## config.mk

```make
export PLATFORM = sky130hd
export DESIGN_NAME = terminal_escape_line_assembler
export DESIGN_NICKNAME = d
export VERILOG_FILES = /design/src/hdl/tela_pkg.sv /design/src/hdl/tela_line_ram.sv /design/src/hdl/terminal_escape_line_assembler.sv
export SDC_FILE = /design/constraint.sdc
export NUM_CORES = 1
export LEC_CHECK = 0
export ABC_AREA = 1
export BUFFER_PORTS_ARGS = -buffer_cell sky130_fd_sc_hd__buf_2
export CORE_MARGIN = 5
export CORE_UTILIZATION = 40
export DETAILED_ROUTE_END_ITERATION = 16
export SLEW_MARGIN = 20
export SYNTH_ARGS = -nofsm -noshare
export SYNTH_HDL_FRONTEND = slang
export SYNTH_SLANG_ARGS = --single-unit
```

## constraint.sdc

```tcl
create_clock -name clk -period 11.3 [get_ports clk]
set_input_delay 1.695 -clock clk [delete_from_list [all_inputs] [get_ports clk]]
set_output_delay 1.695 -clock clk [all_outputs]
set_load 0.005 [all_outputs]
```

## src/hdl/tela_pkg.sv

```systemverilog
// Shared types, constants and helpers for the terminal line assembler.
`default_nettype none
package tela_pkg;
  localparam int LINE_CAP = 64;
  localparam int AW       = $clog2(LINE_CAP);
  localparam int MARK_LEN = 10;
  localparam int KEEP_MAX = LINE_CAP - 1 - MARK_LEN;

  localparam logic [7:0] CH_ESC = 8'h1b;
  localparam logic [7:0] CH_DEL = 8'h7f;
  localparam logic [7:0] CH_BEL = 8'h07;
  localparam logic [7:0] CH_TAB = 8'h09;
  localparam logic [7:0] CH_LF  = 8'h0a;
  localparam logic [7:0] CH_CR  = 8'h0d;
  localparam logic [7:0] CH_BS  = 8'h08;

  localparam logic [1:0] KIND_CHAR  = 2'd0;
  localparam logic [1:0] KIND_EMPTY = 2'd1;
  localparam logic [1:0] KIND_FULL  = 2'd2;

  localparam logic CMD_DATA  = 1'b0;
  localparam logic CMD_FLUSH = 1'b1;

  typedef enum logic [2:0] {
    MODE_NORMAL, MODE_ESC, MODE_CSI, MODE_OSC, MODE_OSC_ESC
  } mode_t;

  typedef enum logic [2:0] {
    S_IDLE, S_EMIT_RD, S_EMIT_PUSH, S_SINGLE, S_POST, S_MV_RD, S_MV_WR, S_FILL
  } seq_t;

  // " [wrapped]"
  function automatic logic [7:0] wrap_char(input logic [3:0] idx);
    logic [7:0] ch;
    case (idx)
      4'd0:    ch = " ";
      4'd1:    ch = "[";
      4'd2:    ch = "w";
      4'd3:    ch = "r";
      4'd4:    ch = "a";
      4'd5:    ch = "p";
      4'd6:    ch = "p";
      4'd7:    ch = "e";
      4'd8:    ch = "d";
      4'd9:    ch = "]";
      default: ch = 8'h00;
    endcase
    return ch;
  endfunction
endpackage
`default_nettype wire

```

## src/hdl/tela_line_ram.sv

```systemverilog
// Line store: one write port, one read port with registered read data.
`default_nettype none
module tela_line_ram (
  input  wire logic                  clk,
  input  wire logic                  we,
  input  wire logic [tela_pkg::AW-1:0] waddr,
  input  wire logic [7:0]            wdata,
  input  wire logic [tela_pkg::AW-1:0] raddr,
  output logic      [7:0]            rdata
);
  logic [7:0] mem [tela_pkg::LINE_CAP];

  always_ff @(posedge clk) begin
    if (we) begin
      mem[waddr] <= wdata;
    end
    rdata <= mem[raddr];
  end
endmodule
`default_nettype wire

```

## src/hdl/terminal_escape_line_assembler.sv

```systemverilog
// Each emitted character is read in S_EMIT_RD and sent in S_EMIT_PUSH, which waits while the
// output is held; CSI P and @ move the tail through S_MV_RD and S_MV_WR, and blanks are
// written at 1 per cycle. Throughput is set by the registered read of the line store, walked
// one entry at a time. Reset is synchronous and clears all control state; the line store is
// not cleared and needs no clearing pass (only entries below the line length are read).
`default_nettype none
module terminal_escape_line_assembler (
  input  wire logic       clk,
  input  wire logic       rst,
  input  wire logic       s_tvalid,
  output logic            s_tready,
  input  wire logic [7:0] s_tdata,   // [7:0] data_byte
  input  wire logic       s_tuser,   // [0] command
  output logic            m_tvalid,
  input  wire logic       m_tready,
  output logic      [7:0] m_tdata,   // [7:0] line_char
  output logic      [1:0] m_tuser,   // [1:0] kind
  output logic            m_tlast,
  input  wire logic       cfg_valid,
  output logic            cfg_ready,
  input  wire logic       cfg_data
);
  localparam int AW = tela_pkg::AW;

  tela_pkg::seq_t  state, state_next;
  tela_pkg::mode_t mode, mode_next;
  logic [AW-1:0] len, len_next, cur, cur_next;
  logic left, left_next;
  logic [15:0] num, num_next;
  logic more, more_next, priv, priv_next;
  logic fs_en;
  logic [AW-1:0] e, e_next, em_total, em_total_next, em_keep, em_keep_next;
  logic pend, pend_next;
  logic [7:0] pend_char, pend_char_next;
  logic [1:0] single_kind, single_kind_next;
  logic [AW-1:0] mv_rd, mv_rd_next, mv_wr, mv_wr_next, mv_cnt, mv_cnt_next;
  logic mv_dir, mv_dir_next;
  logic [AW-1:0] fl_ptr, fl_ptr_next, fl_cnt, fl_cnt_next;
  logic out_valid, out_valid_next, out_last, out_last_next;
  logic [7:0] out_char, out_char_next;
  logic [1:0] out_kind, out_kind_next;

  logic acc, out_free;
  logic [7:0] c;
  logic [AW-1:0] cur_f, len_f, tail;
  logic [15:0] nn, nm1;
  logic [16:0] sumc;
  logic [19:0] prod;
  logic [AW-1:0] np, ni, nx, room;
  logic is_print, ovf, put_direct;
  logic [7:0] emit_ch;

  logic ram_we;
  logic [AW-1:0] ram_waddr, ram_raddr;
  logic [7:0] ram_wdata, ram_rdata;

  tela_line_ram u_ram (
    .clk  (clk),
    .we   (ram_we),
    .waddr(ram_waddr),
    .wdata(ram_wdata),
    .raddr(ram_raddr),
    .rdata(ram_rdata)
  );

  assign acc      = s_tvalid & s_tready;
  assign c        = s_tdata;
  assign out_free = !out_valid || m_tready;

  // shared decode of the incoming word
  always_comb begin
    cur_f    = left ? '0 : cur;
    len_f    = left ? '0 : len;
    tail     = (len_f >= cur_f) ? len_f - cur_f : '0;
    nn       = (num == 16'd0) ? 16'd1 : num;
    nm1      = nn - 16'd1;
    sumc     = {11'd0, cur_f} + {1'b0, nn};
    prod     = {1'b0, num, 3'b0} + {3'b0, num, 1'b0} + {16'd0, c[3:0]};
    np       = ({10'd0, tail} < nn) ? tail : nn[AW-1:0];
    room     = AW'(tela_pkg::LINE_CAP - 1) - len_f;
    ni       = ({10'd0, room} < nn) ? room : nn[AW-1:0];
    nx       = np;
    is_print = (c == tela_pkg::CH_TAB) || (c >= 8'h20 && c != tela_pkg::CH_DEL);
    ovf      = cur_f >= AW'(tela_pkg::KEEP_MAX);
    put_direct = acc && s_tuser == tela_pkg::CMD_DATA && mode != tela_pkg::MODE_ESC &&
                 mode != tela_pkg::MODE_CSI && mode != tela_pkg::MODE_OSC &&
                 mode != tela_pkg::MODE_OSC_ESC && c != tela_pkg::CH_ESC &&
                 is_print && !ovf;
    emit_ch  = (e < em_keep) ? ram_rdata : tela_pkg::wrap_char(4'(e - em_keep));
  end

  // next state and datapath
  always_comb begin
    state_next = state;  mode_next = mode;  len_next = len;  cur_next = cur;
    left_next = left;  num_next = num;  more_next = more;  priv_next = priv;
    e_next = e;  em_total_next = em_total;  em_keep_next = em_keep;
    pend_next = pend;  pend_char_next = pend_char;  single_kind_next = single_kind;
    mv_rd_next = mv_rd;  mv_wr_next = mv_wr;  mv_cnt_next = mv_cnt;  mv_dir_next = mv_dir;
    fl_ptr_next = fl_ptr;  fl_cnt_next = fl_cnt;
    out_valid_next = out_valid && !m_tready;
    out_last_next = out_last;  out_char_next = out_char;  out_kind_next = out_kind;

    unique case (state)
      tela_pkg::S_IDLE: begin
        if (acc) begin
          if (s_tuser == tela_pkg::CMD_FLUSH) begin
            if (!left && len != '0) begin
              em_total_next = len;  em_keep_next = len;  e_next = '0;
              pend_next = 1'b0;  state_next = tela_pkg::S_EMIT_RD;
            end
            len_next = '0;  cur_next = '0;  left_next = 1'b0;
            mode_next = tela_pkg::MODE_NORMAL;
          end else begin
            unique case (mode)
              tela_pkg::MODE_ESC: begin
                if (c == "[") begin
                  mode_next = tela_pkg::MODE_CSI;
                  num_next = '0;  more_next = 1'b0;  priv_next = 1'b0;
                end else if (c == "]") begin
                  mode_next = tela_pkg::MODE_OSC;
                end else if (c < 8'h20 || c > 8'h2f) begin
                  if (c == "8" || c == "D" || c == "M") left_next = 1'b1;
                  mode_next = tela_pkg::MODE_NORMAL;
                end
              end
              tela_pkg::MODE_CSI: begin
                if (c >= "0" && c <= "9" && !more) begin
                  num_next = (prod > 20'd65535) ? 16'hffff : prod[15:0];
                end else if (c == ";") begin
                  more_next = 1'b1;
                end else if (c == "?") begin
                  priv_next = 1'b1;
                end else if (c >= 8'h40 && c <= 8'h7e) begin
                  mode_next = tela_pkg::MODE_NORMAL;
                  if (c == "A" || c == "B" || c == "E" || c == "F" || c == "H" ||
                      c == "J" || c == "S" || c == "T" || c == "d" || c == "f" ||
                      c == "r") begin
                    left_next = 1'b1;
                  end else if (c == "K" || c == "C" || c == "D" || c == "G" ||
                               c == "P" || c == "@" || c == "X") begin
                    left_next = 1'b0;  len_next = len_f;  cur_next = cur_f;
                  end
                  if (c == "K") begin
                    len_next = cur_f;
                  end else if (c == "C") begin
                    cur_next = (sumc > {11'd0, len_f}) ? len_f : sumc[AW-1:0];
                  end else if (c == "D") begin
                    cur_next = (nn > {10'd0, cur_f}) ? '0 : cur_f - nn[AW-1:0];
                  end else if (c == "G") begin
                    cur_next = (nm1 > {10'd0, len_f}) ? len_f : nm1[AW-1:0];
                  end else if (c == "P") begin
                    len_next = len_f - np;
                    if (tail != np) begin
                      mv_rd_next = cur_f + np;  mv_wr_next = cur_f;
                      mv_cnt_next = tail - np;  mv_dir_next = 1'b0;
                      state_next = tela_pkg::S_MV_RD;
                    end
                  end else if (c == "@") begin
                    len_next = len_f + ni;
                    fl_ptr_next = cur_f;  fl_cnt_next = ni;
                    if (ni != '0) begin
                      if (tail != '0) begin
                        mv_rd_next = len_f - AW'(1);  mv_wr_next = len_f - AW'(1) + ni;
                        mv_cnt_next = tail;  mv_dir_next = 1'b1;
                        state_next = tela_pkg::S_MV_RD;
                      end else begin
                        state_next = tela_pkg::S_FILL;
                      end
                    end
                  end else if (c == "X") begin
                    fl_ptr_next = cur_f;  fl_cnt_next = nx;
                    if (nx != '0) state_next = tela_pkg::S_FILL;
                  end else if (c == "h" && fs_en && priv &&
                               (num == 16'd1049 || num == 16'd1047 ||
                                num == 16'd47 || num == 16'd1004)) begin
                    single_kind_next = tela_pkg::KIND_FULL;
                    state_next = tela_pkg::S_SINGLE;
                  end
                end
              end
              tela_pkg::MODE_OSC: begin
                if (c == tela_pkg::CH_BEL) mode_next = tela_pkg::MODE_NORMAL;
                else if (c == tela_pkg::CH_ESC) mode_next = tela_pkg::MODE_OSC_ESC;
              end
              tela_pkg::MODE_OSC_ESC: begin
                if (c == "\\") mode_next = tela_pkg::MODE_NORMAL;
                else if (c != tela_pkg::CH_ESC) mode_next = tela_pkg::MODE_OSC;
              end
              default: begin
                mode_next = tela_pkg::MODE_NORMAL;
                if (c == tela_pkg::CH_ESC) begin
                  mode_next = tela_pkg::MODE_ESC;
                end else if (c == tela_pkg::CH_LF) begin
                  if (!left) begin
                    if (len == '0) begin
                      single_kind_next = tela_pkg::KIND_EMPTY;
                      state_next = tela_pkg::S_SINGLE;
                    end else begin
                      em_total_next = len;  em_keep_next = len;  e_next = '0;
                      pend_next = 1'b0;  state_next = tela_pkg::S_EMIT_RD;
                    end
                  end
                  len_next = '0;  cur_next = '0;  left_next = 1'b0;
                end else if (c == tela_pkg::CH_CR) begin
                  left_next = 1'b0;  len_next = len_f;  cur_next = '0;
                end else if (c == tela_pkg::CH_BS) begin
                  left_next = 1'b0;  len_next = len_f;
                  cur_next = (cur_f != '0) ? cur_f - AW'(1) : '0;
                end else if (is_print) begin
                  left_next = 1'b0;
                  if (ovf) begin
                    // emit kept content plus wrap mark, then write at column 0
                    em_keep_next = (len_f < AW'(tela_pkg::KEEP_MAX)) ?
                                   len_f : AW'(tela_pkg::KEEP_MAX);
                    em_total_next = ((len_f < AW'(tela_pkg::KEEP_MAX)) ?
                                     len_f : AW'(tela_pkg::KEEP_MAX)) +
                                    AW'(tela_pkg::MARK_LEN);
                    e_next = '0;  pend_next = 1'b1;  pend_char_next = c;
                    len_next = '0;  cur_next = '0;
                    state_next = tela_pkg::S_EMIT_RD;
                  end else begin
                    cur_next = cur_f + AW'(1);
                    len_next = (cur_f + AW'(1) > len_f) ? cur_f + AW'(1) : len_f;
                  end
                end
              end
            endcase
          end
        end
      end
      tela_pkg::S_EMIT_RD: state_next = tela_pkg::S_EMIT_PUSH;
      tela_pkg::S_EMIT_PUSH: begin
        if (out_free) begin
          out_valid_next = 1'b1;  out_kind_next = tela_pkg::KIND_CHAR;
          out_char_next = emit_ch;  out_last_next = (e == em_total - AW'(1));
          e_next = e + AW'(1);
          if (e == em_total - AW'(1))
            state_next = pend ? tela_pkg::S_POST : tela_pkg::S_IDLE;
          else
            state_next = tela_pkg::S_EMIT_RD;
        end
      end
      tela_pkg::S_SINGLE: begin
        if (out_free) begin
          out_valid_next = 1'b1;  out_kind_next = single_kind;
          out_char_next = 8'h00;  out_last_next = 1'b1;
          state_next = tela_pkg::S_IDLE;
        end
      end
      tela_pkg::S_POST: begin
        cur_next = AW'(1);  len_next = AW'(1);  pend_next = 1'b0;
        state_next = tela_pkg::S_IDLE;
      end
      tela_pkg::S_MV_RD: state_next = tela_pkg::S_MV_WR;
      tela_pkg::S_MV_WR: begin
        mv_rd_next = mv_dir ? mv_rd - AW'(1) : mv_rd + AW'(1);
        mv_wr_next = mv_dir ? mv_wr - AW'(1) : mv_wr + AW'(1);
        mv_cnt_next = mv_cnt - AW'(1);
        if (mv_cnt == AW'(1))
          state_next = mv_dir ? tela_pkg::S_FILL : tela_pkg::S_IDLE;
        else
          state_next = tela_pkg::S_MV_RD;
      end
      tela_pkg::S_FILL: begin
        fl_ptr_next = fl_ptr + AW'(1);  fl_cnt_next = fl_cnt - AW'(1);
        if (fl_cnt == AW'(1)) state_next = tela_pkg::S_IDLE;
      end
      default: state_next = tela_pkg::S_IDLE;
    endcase
  end

  // store port and handshake outputs
  always_comb begin
    s_tready  = (state == tela_pkg::S_IDLE);
    cfg_ready = 1'b1;
    ram_we    = 1'b0;
    ram_waddr = cur_f;
    ram_wdata = c;
    ram_raddr = e;
    unique case (state)
      tela_pkg::S_IDLE: ram_we = put_direct;
      tela_pkg::S_POST: begin
        ram_we = 1'b1;  ram_waddr = '0;  ram_wdata = pend_char;
      end
      tela_pkg::S_MV_RD: ram_raddr = mv_rd;
      tela_pkg::S_MV_WR: begin
        ram_we = 1'b1;  ram_waddr = mv_wr;  ram_wdata = ram_rdata;
      end
      tela_pkg::S_FILL: begin
        ram_we = 1'b1;  ram_waddr = fl_ptr;  ram_wdata = " ";
      end
      default: ram_we = 1'b0;
    endcase
  end

  assign m_tvalid = out_valid;
  assign m_tdata  = out_char;
  assign m_tuser  = out_kind;
  assign m_tlast  = out_last;

  always_ff @(posedge clk) begin
    if (rst) begin
      state <= tela_pkg::S_IDLE;  mode <= tela_pkg::MODE_NORMAL;
      len <= '0;  cur <= '0;  left <= 1'b0;
      num <= '0;  more <= 1'b0;  priv <= 1'b0;
      fs_en <= 1'b1;  pend <= 1'b0;  out_valid <= 1'b0;
    end else begin
      state <= state_next;  mode <= mode_next;
      len <= len_next;  cur <= cur_next;  left <= left_next;
      num <= num_next;  more <= more_next;  priv <= priv_next;
      pend <= pend_next;  out_valid <= out_valid_next;
      if (cfg_valid && cfg_ready) fs_en <= cfg_data;
    end
  end

  always_ff @(posedge clk) begin
    e <= e_next;  em_total <= em_total_next;  em_keep <= em_keep_next;
    pend_char <= pend_char_next;  single_kind <= single_kind_next;
    mv_rd <= mv_rd_next;  mv_wr <= mv_wr_next;  mv_cnt <= mv_cnt_next;
    mv_dir <= mv_dir_next;  fl_ptr <= fl_ptr_next;  fl_cnt <= fl_cnt_next;
    out_last <= out_last_next;  out_char <= out_char_next;  out_kind <= out_kind_next;
  end
endmodule
`default_nettype wire

```

* Word-level counts from Yosys, hierarchy flattened
Memory sizes are Yosys's and may differ from the RTL's. A register that Yosys moved wholly into a read port is not among the register bits. Index checks and enable logic that the tools add are counted.
Storage, ports and cells: memory bits (writable) 512, logic and storage cells 623, memory bits (read-only) 112, output and inout port bits 14, bits in registers 110, input bits 15, memories 2
Memory list:
- u_ram.mem | words 64, width 8, read ports 1, clocked after memory_dff 1, wr ports 1, line tela_line_ram.sv:11 | logic [7:0] mem [tela_pkg::LINE_CAP];
- (name not given) | words 16, width 7, read ports 1, clocked after memory_dff 0, wr ports 0, line tela_pkg.sv:35 | case (idx)
Cells by class: equality and inequality tests 146, multiplexer cells 302, order comparisons 18, add/subtract/negate cells 26, bitwise operators 15, reduce and logical (&&, ||, !) cells 89
Operator list (number):
- 2-to-1 mux 6 bit | 160
- == test 8 x 7 -> 1 bit, second input constant | 23
- 2-to-1 mux 3 bit | 44
- one-hot mux 6 bit (2 select lines) | 10
- 2-to-1 mux 16 bit | 4
- != test 4 bit, second input constant | 15
- != test 2 bit, second input constant | 29
- 2-to-1 mux 1 bit | 46
- != test 3 bit, second input constant | 14
- subtractor 6 x 1 -> 6 bit, second input constant | 7
- 2-to-1 mux 2 bit | 20
- == test 16 x 11 -> 1 bit, second input constant | 2
- == test 8 x 4 -> 1 bit, second input constant | 4
- > comparator 16 x 6 -> 1 bit | 2
- < comparator 6 x 16 -> 1 bit | 2
- one-hot mux 16 bit (2 select lines) | 1
- AND reduction 16 bit | 2
- adder 6 x 1 -> 6 bit, second input constant | 5
- nonzero test 6 bit | 5
- AND reduction 14 bit | 2
- == test 8 x 6 -> 1 bit, second input constant | 3
- logical OR 1 bit | 24
- 2-to-1 mux 8 bit | 3
- one-hot mux 3 bit (8 select lines) | 1
- 77 further kinds | 168

* Depth between registers and ports, before layout
Gate-level depths: netlist of run 1.
depth after elaboration 26, depth in mapped cells 42, depth with buffers taken out 40

* Cells and area by module
A second synthesis of run 1 with hierarchy kept.
Second synthesis, totals: cell total of the unflattened synthesis 3693, area total of the unflattened synthesis 33898.8 um^2
Modules (own cells, without submodules):
- tela_line_ram | sequential area each 15534.9 um^2, area an instance 21296.7 um^2, instances 1, cells an instance 1806
- terminal_escape_line_assembler | sequential area each 2872.8 um^2, area an instance 12602.1 um^2, instances 1, cells an instance 1887

* Worst setup path before layout of run 1
No wires, ideal clock.
path kind register -> register, start register left, end register mv_cnt[0], enable pin, data arrival time 7262 ps, path buffers 3, stages on the path, launching flop included 31, slack 3546 ps, period minus slack after synthesis 7754 ps, data required time 10808 ps, setup time 492 ps, path through dfxtp_1 -> buf_6 -> clkbuf_1 -> nor2_1 -> inv_1 -> ha_1 -> inv_1 -> nor2_1 -> o211ai_1 -> nand2_1 -> inv_1 -> nor2_1 -> inv_1 -> nand2_1 -> a21oi_1 -> nor2_1 -> nor2_1 -> ha_1 -> a21oi_1 -> nand2_4 -> nand2_4 -> buf_12 -> nand2_1 -> o21ai_0 -> inv_1 -> ha_1 -> nand3_1 -> nor2_1 -> inv_1 -> nor4_1 -> a2111oi_0
On the way: cells in the longest elaborated chain, start to end 8, elaborated cells on any way between the ends 17, those cells by class 2 x add/sub; 3 x order compare; 4 x eq/ne; 5 x mux; 3 x reduce/logical
RTL lines:
- start: declaration | line terminal_escape_line_assembler.sv:28 | logic left, left_next;
- start signal: assignment | line terminal_escape_line_assembler.sv:309 | len <= len_next; cur <= cur_next; left <= left_next;
- 2-to-1 mux 6 bit (on tied branches) | line terminal_escape_line_assembler.sv:73, terminal_escape_line_assembler.sv:72
- subtractor 6 bit or >= comparator 6 bit (tied branches) | line terminal_escape_line_assembler.sv:74 | tail = (len_f >= cur_f) ? len_f - cur_f : '0;
- 2-to-1 mux 6 bit | line terminal_escape_line_assembler.sv:74
- < comparator 6 x 16 -> 1 bit | line terminal_escape_line_assembler.sv:79 | np = ({10'd0, tail} < nn) ? tail : nn[AW-1:0];
- 2-to-1 mux 6 bit | line terminal_escape_line_assembler.sv:79
- != test 6 bit | line terminal_escape_line_assembler.sv:153 | if (tail != np) begin
- != test 3 x 2 -> 1 bit (no line)
- AND reduction 16 bit (no line) (*)
- end signal: assignment | line terminal_escape_line_assembler.sv:319 | mv_rd <= mv_rd_next; mv_wr <= mv_wr_next; mv_cnt <= mv_cnt_next;
- end: declaration | line terminal_escape_line_assembler.sv:36 | logic [AW-1:0] mv_rd, mv_rd_next, mv_wr, mv_wr_next, mv_cnt, mv_cnt_next;
Mark *: on every way between the ends. The rest lies on a longest branch, timed or not. A chain may end at the register's enable or synchronous reset.

* Worst setup path after layout of run 1
start register left, end register mv_rd[5] (data pin)
On the way: cells in the longest elaborated chain, start to end 20, elaborated cells on any way between the ends 26, those cells by class 3 x add/sub; 2 x order compare; 21 x mux
RTL lines:
- 2-to-1 mux 6 bit (on tied branches) | line terminal_escape_line_assembler.sv:73, terminal_escape_line_assembler.sv:72
- subtractor 6 bit or >= comparator 6 bit (tied branches) | line terminal_escape_line_assembler.sv:74
- 2-to-1 mux 6 bit | line terminal_escape_line_assembler.sv:74
- < comparator 6 x 16 -> 1 bit | line terminal_escape_line_assembler.sv:79
- 2-to-1 mux 6 bit | line terminal_escape_line_assembler.sv:79
- adder 6 bit | line terminal_escape_line_assembler.sv:154 | mv_rd_next = cur_f + np; mv_wr_next = cur_f;
- 2-to-1 mux 6 bit | line terminal_escape_line_assembler.sv:153
- 2-to-1 mux 6 bit (*) | line terminal_escape_line_assembler.sv:151 | end else if (c == "P") begin
- (+5 left out)
- 2-to-1 mux 6 bit (*) | line terminal_escape_line_assembler.sv:131 | end else if (c == "?") begin
- 2-to-1 mux 6 bit (*) | line terminal_escape_line_assembler.sv:129 | end else if (c == ";") begin
- 2-to-1 mux 6 bit (*) | line terminal_escape_line_assembler.sv:127 | if (c >= "0" && c <= "9" && !more) begin
- 2-to-1 mux 6 bit (*) | line terminal_escape_line_assembler.sv:114 | unique case (mode)
- 2-to-1 mux 6 bit (*) | line terminal_escape_line_assembler.sv:106 | if (s_tuser == tela_pkg::CMD_FLUSH) begin
- 2-to-1 mux 6 bit (*) | line terminal_escape_line_assembler.sv:105 | if (acc) begin
- one-hot mux 6 bit (2 select lines) (*) | line terminal_escape_line_assembler.sv:103 | unique case (state)
- named net mv_rd_next[5] | line terminal_escape_line_assembler.sv:36
- end signal: assignment | line terminal_escape_line_assembler.sv:319
- end: declaration | line terminal_escape_line_assembler.sv:36
Mark *: on every way through the listed nets, which the timed path passes. The rest lies on a longest branch. The select of a mux whose other input is x is not followed.

==> results.tsv, run 1 <==
stage	metric	value	unit
global_routing	largest net degree at the start of global routing	173	
min_path	hold crit path type	reg -> reg	
job	Max Cap Viol	0	
clocking	postcts setup bufs	0	
global_routing	gr ovfl total	0	
placement	dpl cell area	34200	um^2
setup_path	Most Frequent Cell on Critical Path	nand2_1	
cells_and_area	layout cells sized above 1	0.0700	
placement	Port Buffer Count	27	
cells_and_area	most common cell after layout, fill and taps aside	edfxtp_1	
setup_path	Critical Path Start Type	flip-flop	
clocking	clk sinks	629	
min_path	hold path endpoint	cur[5]$_SDFFE_PP0P_	
floorplan	Die Width	297	um
routing	DR WL/cell	21.7	um
routing	DR vias/cell	5.68	
cells_and_area	most frequent cells in the layout	edfxtp_1, nor2_1, o21ai_0	
synthesis	Avg Cell Area, Syn	9.74	um^2
synthesis	Yosys cell types	70	
cells_and_area	final instance area	36500	um^2
timing	final hold vios	0	
floorplan	IO Count	29	
placement	DP Wirelength	64400	um
global_routing	vias in the first global route	24200	
synthesis	post-synthesis register bit count	629	
setup_path	worst r2r src	left$_SDFFE_PP0P_	
power_and_ir_drop	leakage	13.3	nW
setup_path	Worst R2R End	mv_rd[5]$_DFFE_PP_	
min_path	Hold Path Stages	2	
setup_path	CP max stage delay	650	ps
setup_path	Req. time, crit path	11650	ps
floorplan	Initial Util	0.403	
setup_path	CP max FO	16	
cells_and_area	Non-Filler Instances	4501	
status	status	complete, no violations	
power_and_ir_drop	maximum vdd drop	0.404	mV
cells_and_area	footprint of the multi-input gates	12800	um^2
synthesis	syn_nets	3545	
clocking	Worst-path clk slew	50	ps
setup_path	worst reg2reg path depth	31	
routing	drc violations	0	
routing	Iter 0 DRT Violations	2731	
placement	Placed Cells	4366	
setup_path	kind of critical path	reg -> reg	
timing	sum of negative setup slack	0	ps
min_path	worst min-delay path startpoint	cur[5]$_SDFFE_PP0P_	
timing	Slew @ Worst Pin	1140	ps
cells_and_area	Final nets	3526	
floorplan	total die area	88400	um^2
placement	pre-CTS setup slack	5400	ps
cells_and_area	Layout fillers	7812	
floorplan	core area	82000	um^2
timing	Rel. slew slack	0.240	
synthesis	post-synthesis sequential area ratio	0.558	
timing	final setup vio count	0	
synthesis	Synth Instances	3389	
synthesis	Yosys warning count	0	
timing	min cycle time layout	6020	ps
timing	RSZ-0062 raised after global routing	false	
global_routing	first-pass GRT wire length	149000	um
power_and_ir_drop	Final Power	10.7	mW
routing	Total Wirelength	97500	um
clocking	CTS tree	built	
global_routing	GRT Resource Usage Total	0.214	
setup_path	Crit. End Element	flip-flop	
setup_path	critical path data arrival time	6370	ps
routing	DRT met1 WL	43700	um
synthesis	EDFF count, synth	581	
timing	fin worst setup slack	5280	ps
timing	final period utilization	0.533	
routing	DR WL met3	7330	um
clocking	cts-stage hold buffer count	0	
timing	hold slack	471	ps
floorplan	FP Rows	105	
cells_and_area	FF/Latch Area	18400	um^2
routing	Routed Antenna Nets	0	
timing	clock skew	26.0	ps
global_routing	initial antenna violation count	3	
timing	achievable frequency	166	MHz
routing	wire length on met2	43600	um
setup_path	CP max stage cell	nor2_1	
clocking	Clock Latency Late Sink	610	ps
cells_and_area	area delta synth->final	10.7	%
synthesis	Async SR Flop Fraction	0	
synthesis	Primary FF master, synth	edfxtp_1	
placement	global placer's final weighted congestion	0.947	
clocking	Num CTS Buffers	72	
routing	Pre-Repair DR Iteration Count	5	
power_and_ir_drop	Cell Pwr Density	293	nW/um^2
routing	max layer used	met5	
clocking	CTS Buffer Depth	3	
cells_and_area	final cell utilization of the core	0.446	
clocking	root buffer cell	clkbuf_16	
floorplan	chip height	297	um
timing	Slew Limit Fails	0	
routing	via total after detailed routing	25500	
clocking	cts repair resizes	0	
synthesis	Post-Syn Area	33000	um^2
setup_path	reg-to-reg slack, setup	5280	ps
clocking	# H-tree levels	3	
[kinds of logic (layout without fill, tap and decap cells)]
group / count (synthesis) / count (layout) / share of synthesized area
xor gates and xnor gates: 76 / 76 / 0.0202
other: 1 / 4 / 0.000114
adders and majority gates: 141 / 141 / 0.0562
AOI/OAI and AO/OA: 874 / 874 / 0.159
buffers and inverters: 477 / 516 / 0.0558
and+or+nand+nor: 1191 / 1191 / 0.151
DFF: 629 / 629 / 0.558
[cells in the mapped netlist (10+ instances only)]
| master | n | area, um^2 |
|---|---|---|
| a21oi_1 | 153 | 766 |
| inv_1 | 301 | 1130 |
| a221oi_1 | 13 | 114 |
| xnor2_1 | 21 | 184 |
| nand2_2 | 15 | 93.8 |
| fa_1 | 12 | 240 |
| nor4_1 | 14 | 87.6 |
| nor3_1 | 37 | 185 |
| clkbuf_1 | 149 | 559 |
| nand4_1 | 23 | 144 |
| ha_1 | 129 | 1610 |
| dfxtp_1 | 48 | 961 |
| o211ai_1 | 90 | 676 |
| o221ai_1 | 68 | 596 |
| o22ai_1 | 79 | 494 |
| nand3_1 | 132 | 661 |
| nand2_1 | 381 | 1430 |
| o21ai_1 | 10 | 50.1 |
| o21ai_0 | 387 | 1940 |
| xor2_1 | 55 | 482 |
| edfxtp_1 | 581 | 17400 |
| nor2_1 | 556 | 2090 |
[per-layer routing]
metal / GRT usage / vias to the layer above
met5: 0 / -
met4: 0.0611 / 2
met3: 0.0368 / 168
met2: 0.334 / 1039
met1: 0.309 / 12300
li1: - / 12100
[sequential cells by signal, summed over array words and instances, names as in the netlist, 5 cells and up]
name         flops
cur              6
e                6
em_keep          5
em_total         6
fl_cnt           6
fl_ptr           6
len              6
m_tdata          8
mv_cnt           6
mv_rd            6
mv_wr            6
num             16
pend_char        8
u_ram.mem      512
u_ram.rdata      8
[area by class of cell]
type | count | share of cell area
inverters | 315 | 0.0326
flip-flops and latches | 629 | 0.504
multi-input cells | 2283 | 0.351
clock buffers | 94 | 0.0536
diodes | 3 | 0.000205
well taps | 1070 | 0.0366
clock inverters | 38 | 0.00924
repair buffers | 69 | 0.0127
[where the power goes]
part / internal (mW) / total [mW] / switching [mW] / leakage [nW]
sequential: 2.89 / 3.01 / 0.115 / 5.64
combinational: 1.67 / 5.44 / 3.76 / 6.53
clock: 1.32 / 2.25 / 0.928 / 1.12
total: 5.89 / 10.7 / 4.81 / 13.3
[worst max-delay path by stage]
stage	start	to	slack [ps]	cells past startpoint
2_1_floorplan	left$_SDFFE_PP0P_	mv_cnt[0]$_DFFE_PP_	3550	30
3_3_place_gp	left$_SDFFE_PP0P_	mv_rd[5]$_DFFE_PP_	5600	31
3_5_place_dp	left$_SDFFE_PP0P_	mv_rd[5]$_DFFE_PP_	5400	31
4_1_cts	left$_SDFFE_PP0P_	mv_rd[5]$_DFFE_PP_	5380	31
5_1_grt	left$_SDFFE_PP0P_	mv_rd[5]$_DFFE_PP_	4800	31
6_report	left$_SDFFE_PP0P_	mv_rd[5]$_DFFE_PP_	5280	31
[critical path: cells and delay by family, from the launching register on]
kind	cells	cell delay, ps
compound gates	6	800
flops	1	590
xor+xnor	1	140
fa+ha+maj	4	1400
buf+inv	2	440
simple gates	18	2400
No activity file was read; power rests on OpenSTA's default activity.
==> run 2, diff against run 1 <==
- clock period: 11.3 -> 5 ns (I/O delays scaled with it)
==> run 2 against run 1 <==
Via count rose by 1.6%. Register-to-register slack got worse by 4900 ps. Design area rose by 3.0%. Worst hold slack got worse by 120 ps. Worst setup slack got worse by 4900 ps. Power rose by 130%. Sequential power rose by 130%. Wire length rose by 2.3%.
==> results.tsv, run 2 (synthesized netlist as in run 1, its figures left out) <==
stage	metric	value	unit	change
routing	via total after detailed routing	25900		was 25500
routing	Total Wirelength	99700	um	was 97500 um
global_routing	gr ovfl total	0		unchanged
timing	min cycle time layout	4640	ps	was 6020 ps
floorplan	FP Rows	105		unchanged
cells_and_area	Final nets	3654		was 3526
job	Max Cap Viol	0		unchanged
setup_path	Critical Path Start Type	flip-flop		unchanged
clocking	CTS tree	built		unchanged
setup_path	Most Frequent Cell on Critical Path	nand2_1		unchanged
floorplan	chip height	297	um	unchanged
global_routing	vias in the first global route	24300		was 24200
placement	dpl cell area	35300	um^2	was 34200 um^2
cells_and_area	area delta synth->final	14.0	%	was 10.7%
routing	drc violations	0		unchanged
routing	Iter 0 DRT Violations	2644		was 2731
timing	RSZ-0062 raised after global routing	false		unchanged
setup_path	Crit. End Element	flip-flop		unchanged
cells_and_area	final instance area	37600	um^2	was 36500 um^2
floorplan	Initial Util	0.403		unchanged
routing	DR vias/cell	5.61		was 5.68
timing	Slew @ Worst Pin	1190	ps	was 1140 ps
setup_path	critical path data arrival time	5000	ps	was 6370 ps
cells_and_area	Largest regs	u_ram.mem: 512 flops, num: 16 flops		unchanged
status	status	complete, no violations		unchanged
global_routing	GRT busiest layer	met2		unchanged
clocking	Num CTS Buffers	70		was 72
timing	sum of negative setup slack	0	ps	unchanged
setup_path	Req. time, crit path	5360	ps	was 11650 ps
power_and_ir_drop	Cell Pwr Density	657	nW/um^2	was 293 nW/um^2
timing	final period utilization	0.928		was 0.533
floorplan	core area	82000	um^2	unchanged
timing	achievable frequency	215	MHz	was 166 MHz
timing	Rel. slew slack	0.207		was 0.240
timing	final setup vio count	0		unchanged
global_routing	GRT Resource Usage Total	0.218		was 0.214
routing	DR WL/cell	21.5	um	was 21.7 um
global_routing	largest net degree at the start of global routing	169		was 173
routing	Routed Antenna Nets	0		unchanged
cells_and_area	Layout fillers	7705		was 7812
clocking	# H-tree levels	3		unchanged
global_routing	grt met3 use	0.0417		was 0.0368
floorplan	total die area	88400	um^2	unchanged
timing	final hold vios	0		unchanged
placement	DP Wirelength	67200	um	was 64400 um
timing	Slew Limit Fails	0		unchanged
cells_and_area	most common cell after layout, fill and taps aside	edfxtp_1		unchanged
cells_and_area	Largest Register	u_ram.mem		unchanged
placement	global placer's final weighted congestion	0.964		was 0.947
placement	Port Buffer Count	27		unchanged
setup_path	CP max stage cell	fa_1		was nor2_1
global_routing	M2 GR Usage	0.333		was 0.334
min_path	hold crit path type	in -> reg		was reg -> reg
clocking	root buffer cell	clkbuf_16		unchanged
global_routing	grt met1 use	0.315		was 0.309
power_and_ir_drop	leakage	14.0	nW	was 13.3 nW
cells_and_area	most frequent cells in the layout	edfxtp_1, nor2_1, o21ai_0		unchanged
clocking	Worst-path clk slew	70	ps	was 50 ps
cells_and_area	layout cells sized above 1	0.107		was 0.0700
routing	Pre-Repair DR Iteration Count	6		was 5
setup_path	kind of critical path	reg -> reg		unchanged
setup_path	CP max stage delay	470	ps	was 650 ps
cells_and_area	max reg flops	512		unchanged
global_routing	initial antenna violation count	5		was 3
floorplan	IO Count	29		unchanged
timing	clock skew	51.1	ps	was 26.0 ps
clocking	clk sinks	629		unchanged
floorplan	Die Width	297	um	unchanged
setup_path	CP max FO	18		was 16
clocking	Clock Latency Late Sink	630	ps	was 610 ps
power_and_ir_drop	maximum vdd drop	0.953	mV	was 0.404 mV
global_routing	first-pass GRT wire length	150000	um	was 149000 um
clocking	CTS Buffer Depth	3		unchanged
[run 2: critical path: cells and delay by family, from the launching register on]
family	cells	cell delay, ps
simple gates	15	1680
fa+ha+maj	3	1050
buf+inv	8	950
flops	1	390
compound gates	3	300
[run 2: final timing paths]
kind	start	end	slack, ps	cells after the start
setup / recovery	left$_SDFFE_PP0P_	mv_cnt[3]$_DFFE_PP_	360	29
hold / removal	cfg_valid	fs_en$_SDFFE_PP1P_	350	2
setup reg to reg	left$_SDFFE_PP0P_	mv_cnt[3]$_DFFE_PP_	360	29
hold reg to reg	cur[1]$_SDFFE_PP0P_	cur[1]$_SDFFE_PP0P_	470	2
[run 2: timing repair]
| action | 4_1_cts | 5_1_grt |
|---|---|---|
| setup buffers | 0 | 0 |
| setup endpoints to repair | 0 | 28 |
| hold buffers | 0 | 0 |
| gates resized for setup | 0 | 6 |
[run 2: through the flow]
stage / worst slack, ps / hold WS (ps) / std cells / total power, mW / util
4_1_cts: 119 / 319 / 4623 / 24.5 / 0.458
2_1_floorplan: 1.26 / 429 / 3389 / 15.7 / -
6_report: 359 / 347 / 4627 / 24.7 / 0.459
3_3_place_gp: 162 / 447 / 4496 / 19.3 / 0.431
3_5_place_dp: 137 / 459 / 4496 / 19.4 / 0.431
5_1_grt: 26.6 / 377 / 4624 / 26.4 / 0.459
[run 2: layout make-up]
cell class / instances / area [um^2] / area share
repair buffers: 199 / 1490 / 0.0397
flip-flops and latches: 629 / 18400 / 0.489
multi-input cells: 2283 / 12900 / 0.343
well taps: 1070 / 1340 / 0.0356
clock buffers: 85 / 1830 / 0.0486
clock inverters: 42 / 460 / 0.0122
inverters: 315 / 1190 / 0.0317
diodes: 4 / 10.0 / 0.000266
[run 2: metal layers]
| layer | vias to the layer above | wire length [um] |
|---|---|---|
| met5 | - | 0 |
| met4 | 0 | 3210 |
| met3 | 192 | 8500 |
| met2 | 1094 | 43700 |
| met1 | 12400 | 44300 |
| li1 | 12300 | - |
[run 2: report_power, final]
group / total, mW / switching, mW / internal (mW)
Sequential: 6.78 / 0.238 / 6.54
Clock: 5.11 / 2.16 / 2.96
Combinational: 12.8 / 8.68 / 4.14
